===== src/rtl/pet_pkg.sv =====
// Shared types, constants and register codes for the pointer event translator.
package pet_pkg;

   localparam int COORD_BITS  = 16;
   localparam int POS_BITS    = 16;
   localparam int VALUE_BITS  = 17;
   localparam int SIZE_BITS   = 13;
   localparam int MASK_BITS   = 8;
   localparam int NUM_BUTTONS = 3;
   localparam int INDEX_BITS  = 2;
   localparam int WDATA_BITS  = 13;

   typedef enum logic [1:0] {
      MODE_NONE     = 2'd0,
      MODE_ABSOLUTE = 2'd1,
      MODE_RELATIVE = 2'd2
   } mode_type;

   typedef enum logic [1:0] {
      EVENT_REL_MOTION = 2'd0,
      EVENT_ABS_MOTION = 2'd1,
      EVENT_BUTTON     = 2'd2
   } event_kind_type;

   localparam logic [INDEX_BITS-1:0] REG_POINTER_MODE  = 2'd0;
   localparam logic [INDEX_BITS-1:0] REG_SCREEN_WIDTH  = 2'd1;
   localparam logic [INDEX_BITS-1:0] REG_SCREEN_HEIGHT = 2'd2;

   localparam logic [1:0] BUTTON_LEFT   = 2'd0;
   localparam logic [1:0] BUTTON_MIDDLE = 2'd1;
   localparam logic [1:0] BUTTON_RIGHT  = 2'd2;

   localparam logic [1:0]           RESET_MODE   = 2'd1;
   localparam logic [SIZE_BITS-1:0] RESET_WIDTH  = 13'd1920;
   localparam logic [SIZE_BITS-1:0] RESET_HEIGHT = 13'd1080;

   typedef struct packed {
      logic [1:0]           mode;
      logic [SIZE_BITS-1:0] width;
      logic [SIZE_BITS-1:0] height;
   } cfg_type;

   typedef struct packed {
      event_kind_type                kind;
      logic signed [VALUE_BITS-1:0]  value_x;
      logic signed [VALUE_BITS-1:0]  value_y;
      logic [NUM_BUTTONS-1:0]        change;
      logic [NUM_BUTTONS-1:0]        level;
   } item_type;

endpackage


===== src/rtl/pet_csr.sv =====
// Configuration registers: pointer mode and screen dimensions.
module pet_csr
   import pet_pkg::*;
(
   input  logic                  clock,
   input  logic                  reset,
   input  logic                  csr_valid,
   output logic                  csr_ready,
   input  logic [INDEX_BITS-1:0] csr_index,
   input  logic [WDATA_BITS-1:0] csr_wdata,
   output cfg_type               cfg
);

   logic [1:0]           mode_ff;
   logic [SIZE_BITS-1:0] width_ff;
   logic [SIZE_BITS-1:0] height_ff;
   logic [1:0]           mode_in;
   logic [SIZE_BITS-1:0] width_in;
   logic [SIZE_BITS-1:0] height_in;

   assign csr_ready = 1'b1;

   always_comb begin
      mode_in   = mode_ff;
      width_in  = width_ff;
      height_in = height_ff;
      if (csr_valid) begin
         unique case (csr_index)
            REG_POINTER_MODE:  mode_in   = csr_wdata[1:0];
            REG_SCREEN_WIDTH:  width_in  = csr_wdata[SIZE_BITS-1:0];
            REG_SCREEN_HEIGHT: height_in = csr_wdata[SIZE_BITS-1:0];
            default: ;
         endcase
      end
   end

   always_ff @(posedge clock) begin
      if (reset) begin
         mode_ff   <= RESET_MODE;
         width_ff  <= RESET_WIDTH;
         height_ff <= RESET_HEIGHT;
      end else begin
         mode_ff   <= mode_in;
         width_ff  <= width_in;
         height_ff <= height_in;
      end
   end

   assign cfg.mode   = mode_ff;
   assign cfg.width  = width_ff;
   assign cfg.height = height_ff;

endmodule


===== src/rtl/pet_input_reg.sv =====
// Input register that holds one pointer report until the translator takes it.
module pet_input_reg
   import pet_pkg::*;
(
   input  logic                  clock,
   input  logic                  reset,
   input  logic                  req_valid,
   output logic                  req_ready,
   input  logic [MASK_BITS-1:0]  req_button_mask,
   input  logic [POS_BITS-1:0]   req_pos_x,
   input  logic [POS_BITS-1:0]   req_pos_y,
   input  logic                  pop,
   output logic                  held_valid,
   output logic [MASK_BITS-1:0]  held_mask,
   output logic [COORD_BITS-1:0] held_x,
   output logic [COORD_BITS-1:0] held_y
);

   logic                  valid_ff;
   logic                  valid_in;
   logic [MASK_BITS-1:0]  mask_ff;
   logic [COORD_BITS-1:0] x_ff;
   logic [COORD_BITS-1:0] y_ff;
   logic                  take;

   assign req_ready = !valid_ff || pop;
   assign take      = req_valid && req_ready;
   assign valid_in  = take || (valid_ff && !pop);

   always_ff @(posedge clock) begin
      if (reset) begin
         valid_ff <= 1'b0;
      end else begin
         valid_ff <= valid_in;
      end
   end

   always_ff @(posedge clock) begin
      if (take) begin
         mask_ff <= req_button_mask;
         x_ff    <= req_pos_x[COORD_BITS-1:0];
         y_ff    <= req_pos_y[COORD_BITS-1:0];
      end
   end

   assign held_valid = valid_ff;
   assign held_mask  = mask_ff;
   assign held_x     = x_ff;
   assign held_y     = y_ff;

endmodule


===== src/rtl/pet_translate.sv =====
// Motion and button-change computation with the previous pointer state.
module pet_translate
   import pet_pkg::*;
(
   input  logic                  clock,
   input  logic                  reset,
   input  cfg_type               cfg,
   input  logic                  held_valid,
   input  logic [MASK_BITS-1:0]  held_mask,
   input  logic [COORD_BITS-1:0] held_x,
   input  logic [COORD_BITS-1:0] held_y,
   input  logic                  emit_ready,
   output logic                  pop,
   output logic                  load,
   output item_type              item
);

   logic [COORD_BITS-1:0] prev_x_ff;
   logic [COORD_BITS-1:0] prev_y_ff;
   logic [MASK_BITS-1:0]  prev_buttons_ff;
   logic                  active;
   logic                  relative;

   function automatic logic [VALUE_BITS-1:0] rel_delta(
      input logic [COORD_BITS-1:0] c,
      input logic [SIZE_BITS-1:0]  s,
      input logic [COORD_BITS-1:0] prev
   );
      logic [VALUE_BITS-1:0] ce;
      logic [VALUE_BITS-1:0] se;
      logic [VALUE_BITS-1:0] d;
      ce = VALUE_BITS'(c);
      se = VALUE_BITS'(s);
      priority if (c == '0) begin
         d = VALUE_BITS'(1) - se;
      end else if (s == '0 || ce >= se - VALUE_BITS'(1)) begin
         d = se - VALUE_BITS'(1);
      end else begin
         d = ce - VALUE_BITS'(prev);
      end
      return d;
   endfunction

   always_comb begin
      unique case (cfg.mode)
         MODE_ABSOLUTE: begin
            active   = 1'b1;
            relative = 1'b0;
         end
         MODE_RELATIVE: begin
            active   = 1'b1;
            relative = 1'b1;
         end
         default: begin
            active   = 1'b0;
            relative = 1'b0;
         end
      endcase
   end

   assign pop  = held_valid && (!active || emit_ready);
   assign load = held_valid && active && emit_ready;

   always_comb begin
      if (relative) begin
         item.kind    = EVENT_REL_MOTION;
         item.value_x = $signed(rel_delta(held_x, cfg.width, prev_x_ff));
         item.value_y = $signed(rel_delta(held_y, cfg.height, prev_y_ff));
      end else begin
         item.kind    = EVENT_ABS_MOTION;
         item.value_x = $signed(VALUE_BITS'(held_x));
         item.value_y = $signed(VALUE_BITS'(held_y));
      end
      item.change = held_mask[NUM_BUTTONS-1:0] ^ prev_buttons_ff[NUM_BUTTONS-1:0];
      item.level  = held_mask[NUM_BUTTONS-1:0];
   end

   always_ff @(posedge clock) begin
      if (reset) begin
         prev_x_ff       <= '0;
         prev_y_ff       <= '0;
         prev_buttons_ff <= '0;
      end else if (load) begin
         prev_buttons_ff <= held_mask;
         if (relative) begin
            prev_x_ff <= held_x;
            prev_y_ff <= held_y;
         end
      end
   end

endmodule


===== src/rtl/pet_emitter.sv =====
// Result register that sends the motion event and then each button event.
module pet_emitter
   import pet_pkg::*;
(
   input  logic                         clock,
   input  logic                         reset,
   input  logic                         load,
   input  item_type                     item,
   output logic                         emit_ready,
   output logic                         rsp_valid,
   input  logic                         rsp_ready,
   output logic [1:0]                   rsp_event_kind,
   output logic signed [VALUE_BITS-1:0] rsp_value_x,
   output logic signed [VALUE_BITS-1:0] rsp_value_y,
   output logic [1:0]                   rsp_button_index,
   output logic                         rsp_pressed,
   output logic                         rsp_last
);

   logic                         motion_ff;
   logic                         motion_in;
   logic [NUM_BUTTONS-1:0]       pend_ff;
   logic [NUM_BUTTONS-1:0]       pend_in;
   event_kind_type               kind_ff;
   logic signed [VALUE_BITS-1:0] vx_ff;
   logic signed [VALUE_BITS-1:0] vy_ff;
   logic [NUM_BUTTONS-1:0]       level_ff;
   logic [1:0]                   btn_idx;
   logic [NUM_BUTTONS-1:0]       btn_onehot;
   logic [NUM_BUTTONS-1:0]       pend_after;
   logic                         fire;

   always_comb begin
      priority if (pend_ff[0]) begin
         btn_idx    = BUTTON_LEFT;
         btn_onehot = 3'b001;
      end else if (pend_ff[1]) begin
         btn_idx    = BUTTON_MIDDLE;
         btn_onehot = 3'b010;
      end else begin
         btn_idx    = BUTTON_RIGHT;
         btn_onehot = 3'b100;
      end
   end

   assign pend_after = motion_ff ? pend_ff : (pend_ff & ~btn_onehot);
   assign rsp_valid  = motion_ff || (pend_ff != '0);
   assign rsp_last   = (pend_after == '0);
   assign fire       = rsp_valid && rsp_ready;
   assign emit_ready = !rsp_valid || (rsp_ready && rsp_last);

   always_comb begin
      if (motion_ff) begin
         rsp_event_kind   = kind_ff;
         rsp_value_x      = vx_ff;
         rsp_value_y      = vy_ff;
         rsp_button_index = BUTTON_LEFT;
         rsp_pressed      = 1'b0;
      end else begin
         rsp_event_kind   = EVENT_BUTTON;
         rsp_value_x      = '0;
         rsp_value_y      = '0;
         rsp_button_index = btn_idx;
         rsp_pressed      = level_ff[btn_idx];
      end
   end

   always_comb begin
      motion_in = motion_ff;
      pend_in   = pend_ff;
      if (fire) begin
         motion_in = 1'b0;
         pend_in   = pend_after;
      end
      if (load) begin
         motion_in = 1'b1;
         pend_in   = item.change;
      end
   end

   always_ff @(posedge clock) begin
      if (reset) begin
         motion_ff <= 1'b0;
         pend_ff   <= '0;
      end else begin
         motion_ff <= motion_in;
         pend_ff   <= pend_in;
      end
   end

   always_ff @(posedge clock) begin
      if (load) begin
         kind_ff  <= item.kind;
         vx_ff    <= item.value_x;
         vy_ff    <= item.value_y;
         level_ff <= item.level;
      end
   end

   a_load_when_free: assert property (@(posedge clock) disable iff (reset)
      load |-> (!rsp_valid || (rsp_ready && rsp_last)))
      else $error("new report loaded over pending results");

   a_motion_leads: assert property (@(posedge clock) disable iff (reset)
      (fire && rsp_last) |=> (!rsp_valid || motion_ff))
      else $error("results of a report did not start with motion");

   a_stall_holds: assert property (@(posedge clock) disable iff (reset)
      (rsp_valid && !rsp_ready) |=> ($stable(pend_ff) && $stable(motion_ff)))
      else $error("pending results changed while stalled");

   a_buttons_after_motion: assert property (@(posedge clock) disable iff (reset)
      (fire && motion_ff && !rsp_last) |=> (!motion_ff && pend_ff != '0))
      else $error("button events lost after motion event");

endmodule


===== src/rtl/pointer_event_translator_core.sv =====
// Pointer event translator: remote pointer reports in, motion and button events out.
//
// The req channel takes one report per transaction: button mask and x, y position.
// Each report yields a motion event (absolute position or relative delta, per the
// pointer mode register) followed by one button event for each of left, middle and
// right whose level changed; rsp_last marks the final event of a report. In mode
// none or reserved mode, a report yields no events and leaves the stored state unchanged.
// The csr channel writes the mode and screen size registers; it is always ready.
// Writes are to be made by the user only while no report is in flight; the block
// itself does not enforce this. The first event of a report is offered once the
// report has passed the input register and been loaded into the result register,
// which waits until the events of the previous report have drained. The single
// result register sends one event per cycle while rsp_ready is high; a report in
// mode none or reserved mode leaves the input register without being loaded. The input
// register takes the next report while the current events drain, so reports follow without gaps.
// Reset clears the stored coordinates and buttons, empties both registers and loads
// the default configuration. When the receiver stalls, the current event holds on
// rsp and one further report waits in the input register before req_ready drops.
module pointer_event_translator_core
   import pet_pkg::*;
(
   input  logic                         clock,
   input  logic                         reset,
   input  logic                         req_valid,
   output logic                         req_ready,
   input  logic [MASK_BITS-1:0]         req_button_mask,
   input  logic [POS_BITS-1:0]          req_pos_x,
   input  logic [POS_BITS-1:0]          req_pos_y,
   output logic                         rsp_valid,
   input  logic                         rsp_ready,
   output logic [1:0]                   rsp_event_kind,
   output logic signed [VALUE_BITS-1:0] rsp_value_x,
   output logic signed [VALUE_BITS-1:0] rsp_value_y,
   output logic [1:0]                   rsp_button_index,
   output logic                         rsp_pressed,
   output logic                         rsp_last,
   input  logic                         csr_valid,
   output logic                         csr_ready,
   input  logic [INDEX_BITS-1:0]        csr_index,
   input  logic [WDATA_BITS-1:0]        csr_wdata
);

   cfg_type               cfg;
   logic                  pop;
   logic                  load;
   logic                  emit_ready;
   logic                  held_valid;
   logic [MASK_BITS-1:0]  held_mask;
   logic [COORD_BITS-1:0] held_x;
   logic [COORD_BITS-1:0] held_y;
   item_type              item;

   pet_csr u_csr (
      .clock     (clock),
      .reset     (reset),
      .csr_valid (csr_valid),
      .csr_ready (csr_ready),
      .csr_index (csr_index),
      .csr_wdata (csr_wdata),
      .cfg       (cfg)
   );

   pet_input_reg u_input (
      .clock           (clock),
      .reset           (reset),
      .req_valid       (req_valid),
      .req_ready       (req_ready),
      .req_button_mask (req_button_mask),
      .req_pos_x       (req_pos_x),
      .req_pos_y       (req_pos_y),
      .pop             (pop),
      .held_valid      (held_valid),
      .held_mask       (held_mask),
      .held_x          (held_x),
      .held_y          (held_y)
   );

   pet_translate u_translate (
      .clock      (clock),
      .reset      (reset),
      .cfg        (cfg),
      .held_valid (held_valid),
      .held_mask  (held_mask),
      .held_x     (held_x),
      .held_y     (held_y),
      .emit_ready (emit_ready),
      .pop        (pop),
      .load       (load),
      .item       (item)
   );

   pet_emitter u_emitter (
      .clock            (clock),
      .reset            (reset),
      .load             (load),
      .item             (item),
      .emit_ready       (emit_ready),
      .rsp_valid        (rsp_valid),
      .rsp_ready        (rsp_ready),
      .rsp_event_kind   (rsp_event_kind),
      .rsp_value_x      (rsp_value_x),
      .rsp_value_y      (rsp_value_y),
      .rsp_button_index (rsp_button_index),
      .rsp_pressed      (rsp_pressed),
      .rsp_last         (rsp_last)
   );

endmodule


===== config.mk =====
export PLATFORM = sky130hd
export DESIGN_NAME = pointer_event_translator_core
export DESIGN_NICKNAME = d
export VERILOG_FILES = /design/src/rtl/pet_pkg.sv /design/src/rtl/pet_csr.sv /design/src/rtl/pet_input_reg.sv /design/src/rtl/pet_translate.sv /design/src/rtl/pet_emitter.sv /design/src/rtl/pointer_event_translator_core.sv
export SDC_FILE = /design/constraint.sdc
export NUM_CORES = 1
export LEC_CHECK = 0
export ABC_CLOCK_PERIOD_IN_PS = 9300
export BUFFER_PORTS_ARGS = -buffer_cell sky130_fd_sc_hd__clkbuf_2
export CAP_MARGIN = 40
export CORE_UTILIZATION = 28
export DETAILED_ROUTE_END_ITERATION = 10
export GPL_TIMING_DRIVEN = 0
export SYNTH_ARGS = -nofsm -noshare
export SYNTH_HDL_FRONTEND = slang
export SYNTH_SLANG_ARGS = --single-unit

===== constraint.sdc =====
create_clock -name clock -period 9.3 [get_ports clock]
set_clock_uncertainty 0.2 [all_clocks]
set_input_delay 1.395 -clock clock [delete_from_list [all_inputs] [get_ports clock]]
set_output_delay 1.395 -clock clock [all_outputs]
set_load 0.02 [all_outputs]

==> qor.yml, run 1 <==
run_status:
  status: "completed"
timing:
  slew_headroom_pct: 40.3
  fmax_ghz: 0.207
  setup_viol: 0
  timing.final.crit_share_pct: 52.0
  rsz0062_at_grt: "no"
  final_hold_viol_count: 0
  tightest_slew_ps: 895
  finalSetupTns_ps: 0
  min_period_ps: 4830
  slew_violations: 0
layout:
  syn_to_final_growth_pct: 18.7
  post-route-util_pct: 33.9
  drive_gt1_share_pct: 12.8
  final_cell_mix: "165 x nand2_1, 98 x a21oi_1, 95 x clkbuf_2"
  nFillCells: 3288
  final_common_cell: "nand2_1"
  nets: 1291
setup_path:
  worstReg2RegEnd: "u_emitter.vx_ff[1]"
  cpMostUsedCell: "a21oi_1"
  cp-end-kind: "register"
  cp-startpoint: "u_csr.width_ff[1]"
  r2r_cells: 17
  path_buf_inv: 2
  required_ps: 9290
  cp_slowest_cell: "a211oi_1"
  rrSetupSlack_ps: 4470
  worstSetupPathType: "register to register"
  max_stage_delay_ps: 580
  critical_path.top_delay_family: "compound AO/OA/AOI/OAI gates"
  reg2reg_from: "u_csr.width_ff[1]"
  worstPathArrival_ps: 4820
  crit_chain: "inv_1 > ha_1 > nor3b_1 > nand2_1 > or2_2 > nor2_1 > xnor2_1 > ha_1 > a21o_1 > a21o_1 > a21oi_1 > a21oi_1 > a211oi_1 > buf_2 > mux2i_1 > a21oi_1 > a21oi_1"
  worstSetupStartpointType: "register"
  crit_fanout: 10
global_routing:
  grt_max_degree: 20
  overflow: 0
  grt_use_total_pct: 16.2
  grt_pass1_vias: 7551
  grt_pass1_wl_um: 41000
  antenna_found_initial: 7
clock_tree:
  ctsLongestPathBuffers: 2
  h-tree-depth: 4
  root_buffer: "clkbuf_16"
  path_clk_slew_ps: 60
  cts.sink_count: 141
  cts_resized: 0
  cts_inserted_buffers: 17
  insertion_delay_ps: 440
  cts_setup_buffers: 0
  tritoncts: "built"
  hold_buffers: 0
detailed_routing:
  wire_per_inst_um: 16.4
  vias_per_cell: 4.96
  routed_wl_um: 25800
  ant_nets: 0
  drc_errors: 0
  drt_iter0_drc: 444
  vias: 7800
  drtPass1Iterations: 4
logic_synthesis:
  ys.flop_type: "edfxtp_1"
  synth_area_mm2: 0.00904
  ys_ff_latch: 141
  yosysUniqueCellTypes: 73
  synth_edf_count: 73
  synth_warnings: 0
  ys_seq_area_share_pct: 39.3
  syn_nets: 1173
  netlist_instances: 1037
  synth.avg_cell_area_um2: 8.71
  synth_async_sr_flop_share_pct: 0
hold_path:
  min_path_cells: 2
  hold_path_end: "u_translate.prev_y_ff[5]"
  hold_start: "u_translate.prev_y_ff[5]"
  hold_class: "register to register"
power:
  p_leak_nw: 4.05
  vdd_drop_max_mv: 0.0920
  powerDensity_mw_per_mm2: 156
floorplanning:
  die_y_um: 182
  die-area_mm2: 0.0330
  start_util_pct: 28.6
  io_pins: 103
  num_rows: 65
  core-area_mm2: 0.0316
  die_w_um: 182
placed_design:
  portBuffers: 95
  gp_congestion: 0.904
  dpl.hpwl_um: 20400
flow_run:
  cap_viol_max_count: 0
-- Yosys cell counts (3+ instances only) --
cell type	n	area, um^2
o21ai_0	30	150
nand2b_1	9	56.3
clkbuf_1	47	176
o31ai_1	3	22.5
xnor2_1	42	368
nand4_1	10	62.6
nor3b_1	3	22.5
nand3_1	17	85.1
o21a_1	4	30.0
nor3_1	18	90.1
nor2b_1	6	37.5
and2_1	38	238
nor4_1	19	119
a31oi_1	13	81.3
dfxtp_1	68	1360
nand2_1	165	619
xor2_1	25	219
a311oi_1	4	35.0
o211ai_1	5	37.5
o21bai_1	4	30.0
o221ai_1	3	26.3
ha_1	74	926
a22o_1	3	26.3
buf_6	3	33.8
a21boi_0	6	45.0
and4_1	4	35.0
edfxtp_1	73	2190
or3_1	4	25.0
a21oi_1	98	490
inv_1	59	221
a21o_1	16	120
a22oi_1	3	22.5
nand3b_1	9	67.6
or2_2	5	31.3
mux2i_1	13	130
o2bb2ai_1	5	43.8
nor2_1	75	282
o22ai_1	5	31.3
a211oi_1	8	60.1
-- per-stage QoR --
| step | setup slack, ps | instance area [um^2] | std cells | power, mW | hold slack (ps) |
|---|---|---|---|---|---|
| 3_5_place_dp | 4540 | 10100 | 1538 | 0.985 | 247 |
| 6_report | 4470 | 10700 | 1574 | 1.68 | 255 |
| 4_1_cts | 4520 | 10700 | 1570 | 1.69 | 255 |
| 3_3_place_gp | 2670 | 10000 | 1534 | 0.975 | 245 |
| 2_1_floorplan | 4660 | 9040 | 1037 | 0.896 | 236 |
| 5_1_grt | 4190 | 10700 | 1571 | 1.75 | 268 |
-- how the worst max path moves through the flow --
stage / endpoint / slack, ps / cells after the start
after floorplan: u_translate.prev_x_ff[10] / 4660 / 9
after detailed placement: u_emitter.vy_ff[6] / 4540 / 15
final: u_emitter.vx_ff[1] / 4470 / 17
after global routing: u_emitter.vy_ff[6] / 4190 / 15
after CTS: u_emitter.vy_ff[6] / 4520 / 15
after global placement: u_translate.prev_y_ff[0] / 2670 / 7
-- registers in the layout (all words and copies together), names as in the netlist, 2 cells and up --
name / flops
u_translate.prev_x_ff: 16
u_emitter.pend_ff: 3
u_emitter.vx_ff: 17
u_csr.width_ff: 13
u_emitter.level_ff: 3
u_input.held_x: 16
u_csr.mode_ff: 2
u_translate.prev_buttons_ff: 3
u_input.held_mask: 3
u_translate.prev_y_ff: 16
u_csr.height_ff: 13
u_input.held_y: 16
u_emitter.vy_ff: 17
-- cell families (layout without fill, tap and decap cells) --
group	after synthesis	after routing	synth area share, %
fa+ha+maj	77	77	10.8
other cells	1	5	0.0415
mux	15	15	1.69
compound gates	227	227	15.6
simple gates	395	395	21.0
xor+xnor	67	67	6.49
buf+inv	114	245	5.05
flops	141	141	39.3
-- worst min-delay path, delay by kind of cell (launching register included) --
| family | cells | cell delay [ps] |
|---|---|---|
| DFF | 1 | 310 |
| and+or+nand+nor | 1 | 50 |
| AOI/OAI and AO/OA | 1 | 50 |
-- layout make-up --
| class | instances | area [um^2] | share of cell area [%] |
|---|---|---|---|
| timing repair buffer | 99 | 563 | 5.25 |
| buffer | 55 | 235 | 2.19 |
| clock inverter | 13 | 164 | 1.53 |
| multi-input combinational | 782 | 5040 | 47.0 |
| inverter | 59 | 221 | 2.06 |
| clock buffer | 19 | 433 | 4.04 |
| antenna | 4 | 10.0 | 0.0933 |
| sequential | 141 | 3550 | 33.1 |
| tap | 402 | 503 | 4.69 |
-- power breakdown --
part	total, mW	switching, mW	internal (mW)	leakage [nW]
registers	0.709	0.0237	0.685	1.24
clock network	0.704	0.281	0.423	0.290
logic	0.264	0.156	0.108	2.52
total	1.68	0.461	1.22	4.05
-- metal layers --
metal | GRT usage (%) | vias up | part of all wire [%] | routed length [um]
met5 | 0 | - | 0.14 | 36
met4 | 5.63 | 6 | 2.2 | 572
met3 | 4.65 | 43 | 7.5 | 1930
met2 | 24.3 | 212 | 42 | 10700
met1 | 22.0 | 3643 | 49 | 12600
li1 | - | 3896 | - | -
Power figures use the tool's default switching activity.
==> inputs of run 2 (changes only) <==
--- a/config.mk
+++ b/config.mk
@@ -5,7 +5,8 @@
 export SDC_FILE = /design/constraint.sdc
 export NUM_CORES = 1
 export LEC_CHECK = 0
-export ABC_CLOCK_PERIOD_IN_PS = 9300
+export ABC_AREA = 1
+export ABC_CLOCK_PERIOD_IN_PS = 4930
 export BUFFER_PORTS_ARGS = -buffer_cell sky130_fd_sc_hd__clkbuf_2
 export CAP_MARGIN = 40
 export CORE_UTILIZATION = 28
==> constraint.sdc (replaced) <==
create_clock -name clock -period 4.93 [get_ports clock]
set_clock_uncertainty 0.2 [all_clocks]
set_input_delay 0.7395 -clock clock [delete_from_list [all_inputs] [get_ports clock]]
set_output_delay 0.7395 -clock clock [all_outputs]
set_load 0.02 [all_outputs]
==> qor.yml, run 2 <==
timing:
  min_period_ps: 3800  # was 4830 ps
  rsz0062_at_grt: "no"  # unchanged
  tightest_slew_ps: 806  # was 895 ps
  worst_hold_slack_ps: 257  # was 255 ps
  slew_violations: 0  # unchanged
  final_hold_viol_count: 0  # unchanged
  slew_headroom_pct: 46.3  # was 40.3%
  timing.final.crit_share_pct: 77.1  # was 52.0%
  fmax_ghz: 0.263  # was 0.207 GHz
  finalSetupTns_ps: 0  # unchanged
  setup_viol: 0  # unchanged
  fin_ws_ps: 1130  # was 4470 ps
floorplanning:
  core-area_mm2: 0.0349  # was 0.0316 mm^2
  die_y_um: 191  # was 182 um
  die-area_mm2: 0.0366  # was 0.0330 mm^2
  die_w_um: 191  # was 182 um
  io_pins: 103  # unchanged
  num_rows: 68  # was 65
  start_util_pct: 28.7  # was 28.6%
setup_path:
  r2r_cells: 18  # was 17
  rrSetupSlack_ps: 1130  # was 4470 ps
  worstSetupStartpointType: "register"  # unchanged
  worstSetupPathType: "register to register"  # unchanged
  reg2reg_from: "u_csr.width_ff[1]"  # unchanged
  worstReg2RegEnd: "u_emitter.vx_ff[3]"  # was u_emitter.vx_ff[1]
  max_stage_delay_ps: 400  # was 580 ps
  cpMostUsedCell: "nand2_1"  # was a21oi_1
  worstPathArrival_ps: 3760  # was 4820 ps
  cp-end-kind: "register"  # unchanged
  cp_slowest_cell: "dfxtp_1"  # was a211oi_1
  required_ps: 4890  # was 9290 ps
  crit_fanout: 8  # was 10
  crit_chain: "inv_1 > ha_1 > nand2_1 > nand2_1 > nor3_1 > xor2_1 > ha_1 > nand2_1 > nor3_1 > nand3b_1 > nand3_1 > nor2_4 > nand2_2 > nand2_1 > nand2_1 > nand2_1 > nand2_1 > nand2_1"  # was inv_1 > ha_1 > nor3b_1 > nand2_1 > or2_2 > nor2_1 > xnor2_1 > ha_1 > a21o_1 > a21o_1 > a21oi_1 > a21oi_1 > a211oi_1 > buf_2 > mux2i_1 > a21oi_1 > a21oi_1
layout:
  drive_gt1_share_pct: 12.4  # was 12.8%
  final_cell_mix: "356 x nand2_1, 230 x inv_1, 129 x nor2_1"  # was 165 x nand2_1, 98 x a21oi_1, 95 x clkbuf_2
  final_common_cell: "nand2_1"  # unchanged
  nets: 1667  # was 1291
  antenna_cells: 0  # was 4
  nFillCells: 3787  # was 3288
  syn_to_final_growth_pct: 16.4  # was 18.7%
  postLayoutCellArea_mm2: 0.0117  # was 0.0107 mm^2
  top_regs: "u_emitter.vx_ff x17, u_emitter.vy_ff x17"  # unchanged
logic_synthesis:
  synth_async_sr_flop_share_pct: 0  # unchanged
  ys_top_cells_by_count: "356 x nand2_1, 231 x inv_1, 129 x nor2_1"  # was 165 x nand2_1, 98 x a21oi_1, 75 x nor2_1
  synth_warnings: 0  # unchanged
  ys_seq_area_share_pct: 35.4  # was 39.3%
  netlist_instances: 1415  # was 1037
  synth_edf_count: 73  # unchanged
  synthTopCellsByArea: "edfxtp_1 22%, dfxtp_1 14%, nand2_1 13%, ha_1 9.2%, inv_1 8.6%"  # was edfxtp_1 24%, dfxtp_1 15%, ha_1 10%, nand2_1 6.9%, a21oi_1 5.4%
  yosysUniqueCellTypes: 46  # was 73
  synth.avg_cell_area_um2: 7.09  # was 8.71 um^2
  synth_most_common_cell: "nand2_1"  # unchanged
  syn_nets: 1551  # was 1173
  synth_area_mm2: 0.0100  # was 0.00904 mm^2
  ys_ff_latch: 141  # unchanged
  synth_top_area_share_pct: 21.9  # was 24.3%
  yosysTopAreaCell: "edfxtp_1"  # unchanged
  ys.flop_type: "edfxtp_1"  # unchanged
placed_design:
  portBuffers: 96  # was 95
  gp_congestion: 0.948  # was 0.904
  pre_cts_ws_ps: 1230  # was 4540 ps
  dpl.hpwl_um: 24900  # was 20400 um
  place_area_mm2: 0.0111  # was 0.0101 mm^2
global_routing:
  grt_pass1_vias: 8979  # was 7551
  grt_max_degree: 47  # was 20
  overflow: 0  # unchanged
  grt_use_total_pct: 17.5  # was 16.2%
  grt_pass1_wl_um: 48700  # was 41000 um
  antenna_found_initial: 1  # was 7
detailed_routing:
  routed_wl_um: 31400  # was 25800 um
  vias_per_cell: 4.77  # was 4.96
  drc_errors: 0  # unchanged
  drt_iter0_drc: 698  # was 444
  ant_nets: 0  # unchanged
  wire_per_inst_um: 15.7  # was 16.4 um
  vias: 9535  # was 7800
  drtPass1Iterations: 5  # was 4
power:
  seq_power_share_pct: 39.8  # was 42.3%
  p_sw_share_pct: 34.4  # was 27.5%
  clockPowerShare_pct: 36.5  # was 42.0%
  p_sw_mw: 1.22  # was 0.461 mW
  p_int_mw: 2.32  # was 1.22 mW
  powerDensity_mw_per_mm2: 303  # was 156 mW/mm^2
  p_leak_nw: 5.63  # was 4.05 nW
  comb_power_share_pct: 23.7  # was 15.8%
  vdd_drop_max_mv: 0.187  # was 0.0920 mV
clock_tree:
  cts.sink_count: 141  # unchanged
  root_buffer: "clkbuf_16"  # unchanged
  h-tree-depth: 4  # unchanged
  cts_setup_buffers: 0  # unchanged
  ctsLongestPathBuffers: 2  # unchanged
  insertion_delay_ps: 450  # was 440 ps
  path_clk_slew_ps: 70  # was 60 ps
  tritoncts: "built"  # unchanged
  cts_inserted_buffers: 17  # unchanged
  cts_resized: 0  # unchanged
  hold_buffers: 0  # unchanged
run_status:
  status: "completed"  # unchanged
hold_path:
  min_path_cells: 2  # unchanged
  hold_start: "u_translate.prev_y_ff[15]"  # was u_translate.prev_y_ff[5]
  hold_path_end: "u_translate.prev_y_ff[15]"  # was u_translate.prev_y_ff[5]
  hold_class: "register to register"  # unchanged
flow_run:
  cap_viol_max_count: 0  # unchanged
[run 2: cell types whose count changed in the layout (fill, tap and decap cells not counted), moves of 16 or more]
cell / previous run / this run
inv_1: 59 / 230
nor2_1: 74 / 129
o21ai_0: 30 / 64
nor4_1: 19 / 3
nand3_1: 17 / 82
nand2_1: 165 / 356
a21oi_1: 98 / 117
xnor2_1: 42 / 13
clkbuf_1: 49 / 23
and2_1: 38 / 3
[run 2: worst max path at each step]
stage                                 start                  end  slack, ps  depth (start not counted)
after global routing      u_csr.width_ff[1]   u_emitter.vx_ff[3]        850                         18
after global placement    u_csr.width_ff[1]  u_emitter.vx_ff[16]       1270                         17
after detailed placement  u_csr.width_ff[1]   u_emitter.vx_ff[3]       1230                         18
after CTS                 u_csr.width_ff[1]   u_emitter.vx_ff[3]       1220                         18
after floorplan           u_csr.width_ff[1]  u_emitter.vx_ff[13]       1880                         19
final                     u_csr.width_ff[1]   u_emitter.vx_ff[3]       1130                         18
[run 2: cells by family after synthesis]
group | after synthesis | synth area share (%)
other | 1 | 0.0374
XOR/XNOR | 48 | 4.19
AO/OA/AOI/OAI | 227 | 12.3
adder cells (fa/ha/maj) | 76 | 9.63
buffers and inverters | 271 | 10.4
AND/OR/NAND/NOR | 651 | 28.0
flip-flops | 141 | 35.4
[run 2: layout make-up]
cell class                 instances  area (um^2)  area share [%]
multi-input combinational       1003         5430            46.5
sequential                       141         3550            30.4
inverter                         237          892            7.64
tap                              455          569            4.88
timing repair buffer              97          500            4.29
clock buffer                      17          425            3.64
clock inverter                    15          153            1.31
buffer                            34          151            1.30
[run 2: through the flow]
stage               std cells  utilization, %  power, mW
global placement         1966            31.8       2.25
detailed placement       1967            31.8       2.26
global route             1999            33.5       3.72
finish                   1999            33.5       3.54
CTS                      1999            33.5       3.56
floorplan                1415               -       1.99
[run 2: per-layer routing]
metal	global-route usage, %	part of all wire (%)	vias to the layer above
met2	26.9	43	275
li1	-	-	4808
met1	24.1	48	4411
met3	3.60	6.8	39
met4	5.92	1.8	2
met5	0	0.041	-
[run 2: critical path: cells and delay by family (launching register included)]
kind                     cells  cell delay, ps
flip-flops                   1             400
AND/OR/NAND/NOR             14            1940
XOR/XNOR                     1             360
adder cells (fa/ha/maj)      2             510
buffers and inverters        1             110
[run 2: power groups by stage]
stage	Combinational (mW)	Clock [mW]	Sequential [mW]
finish	0.838	1.29	1.41
global route	0.945	1.36	1.42
CTS	0.837	1.31	1.41
detailed placement	0.831	0	1.43
global placement	0.817	0	1.43
floorplan	0.591	0	1.40
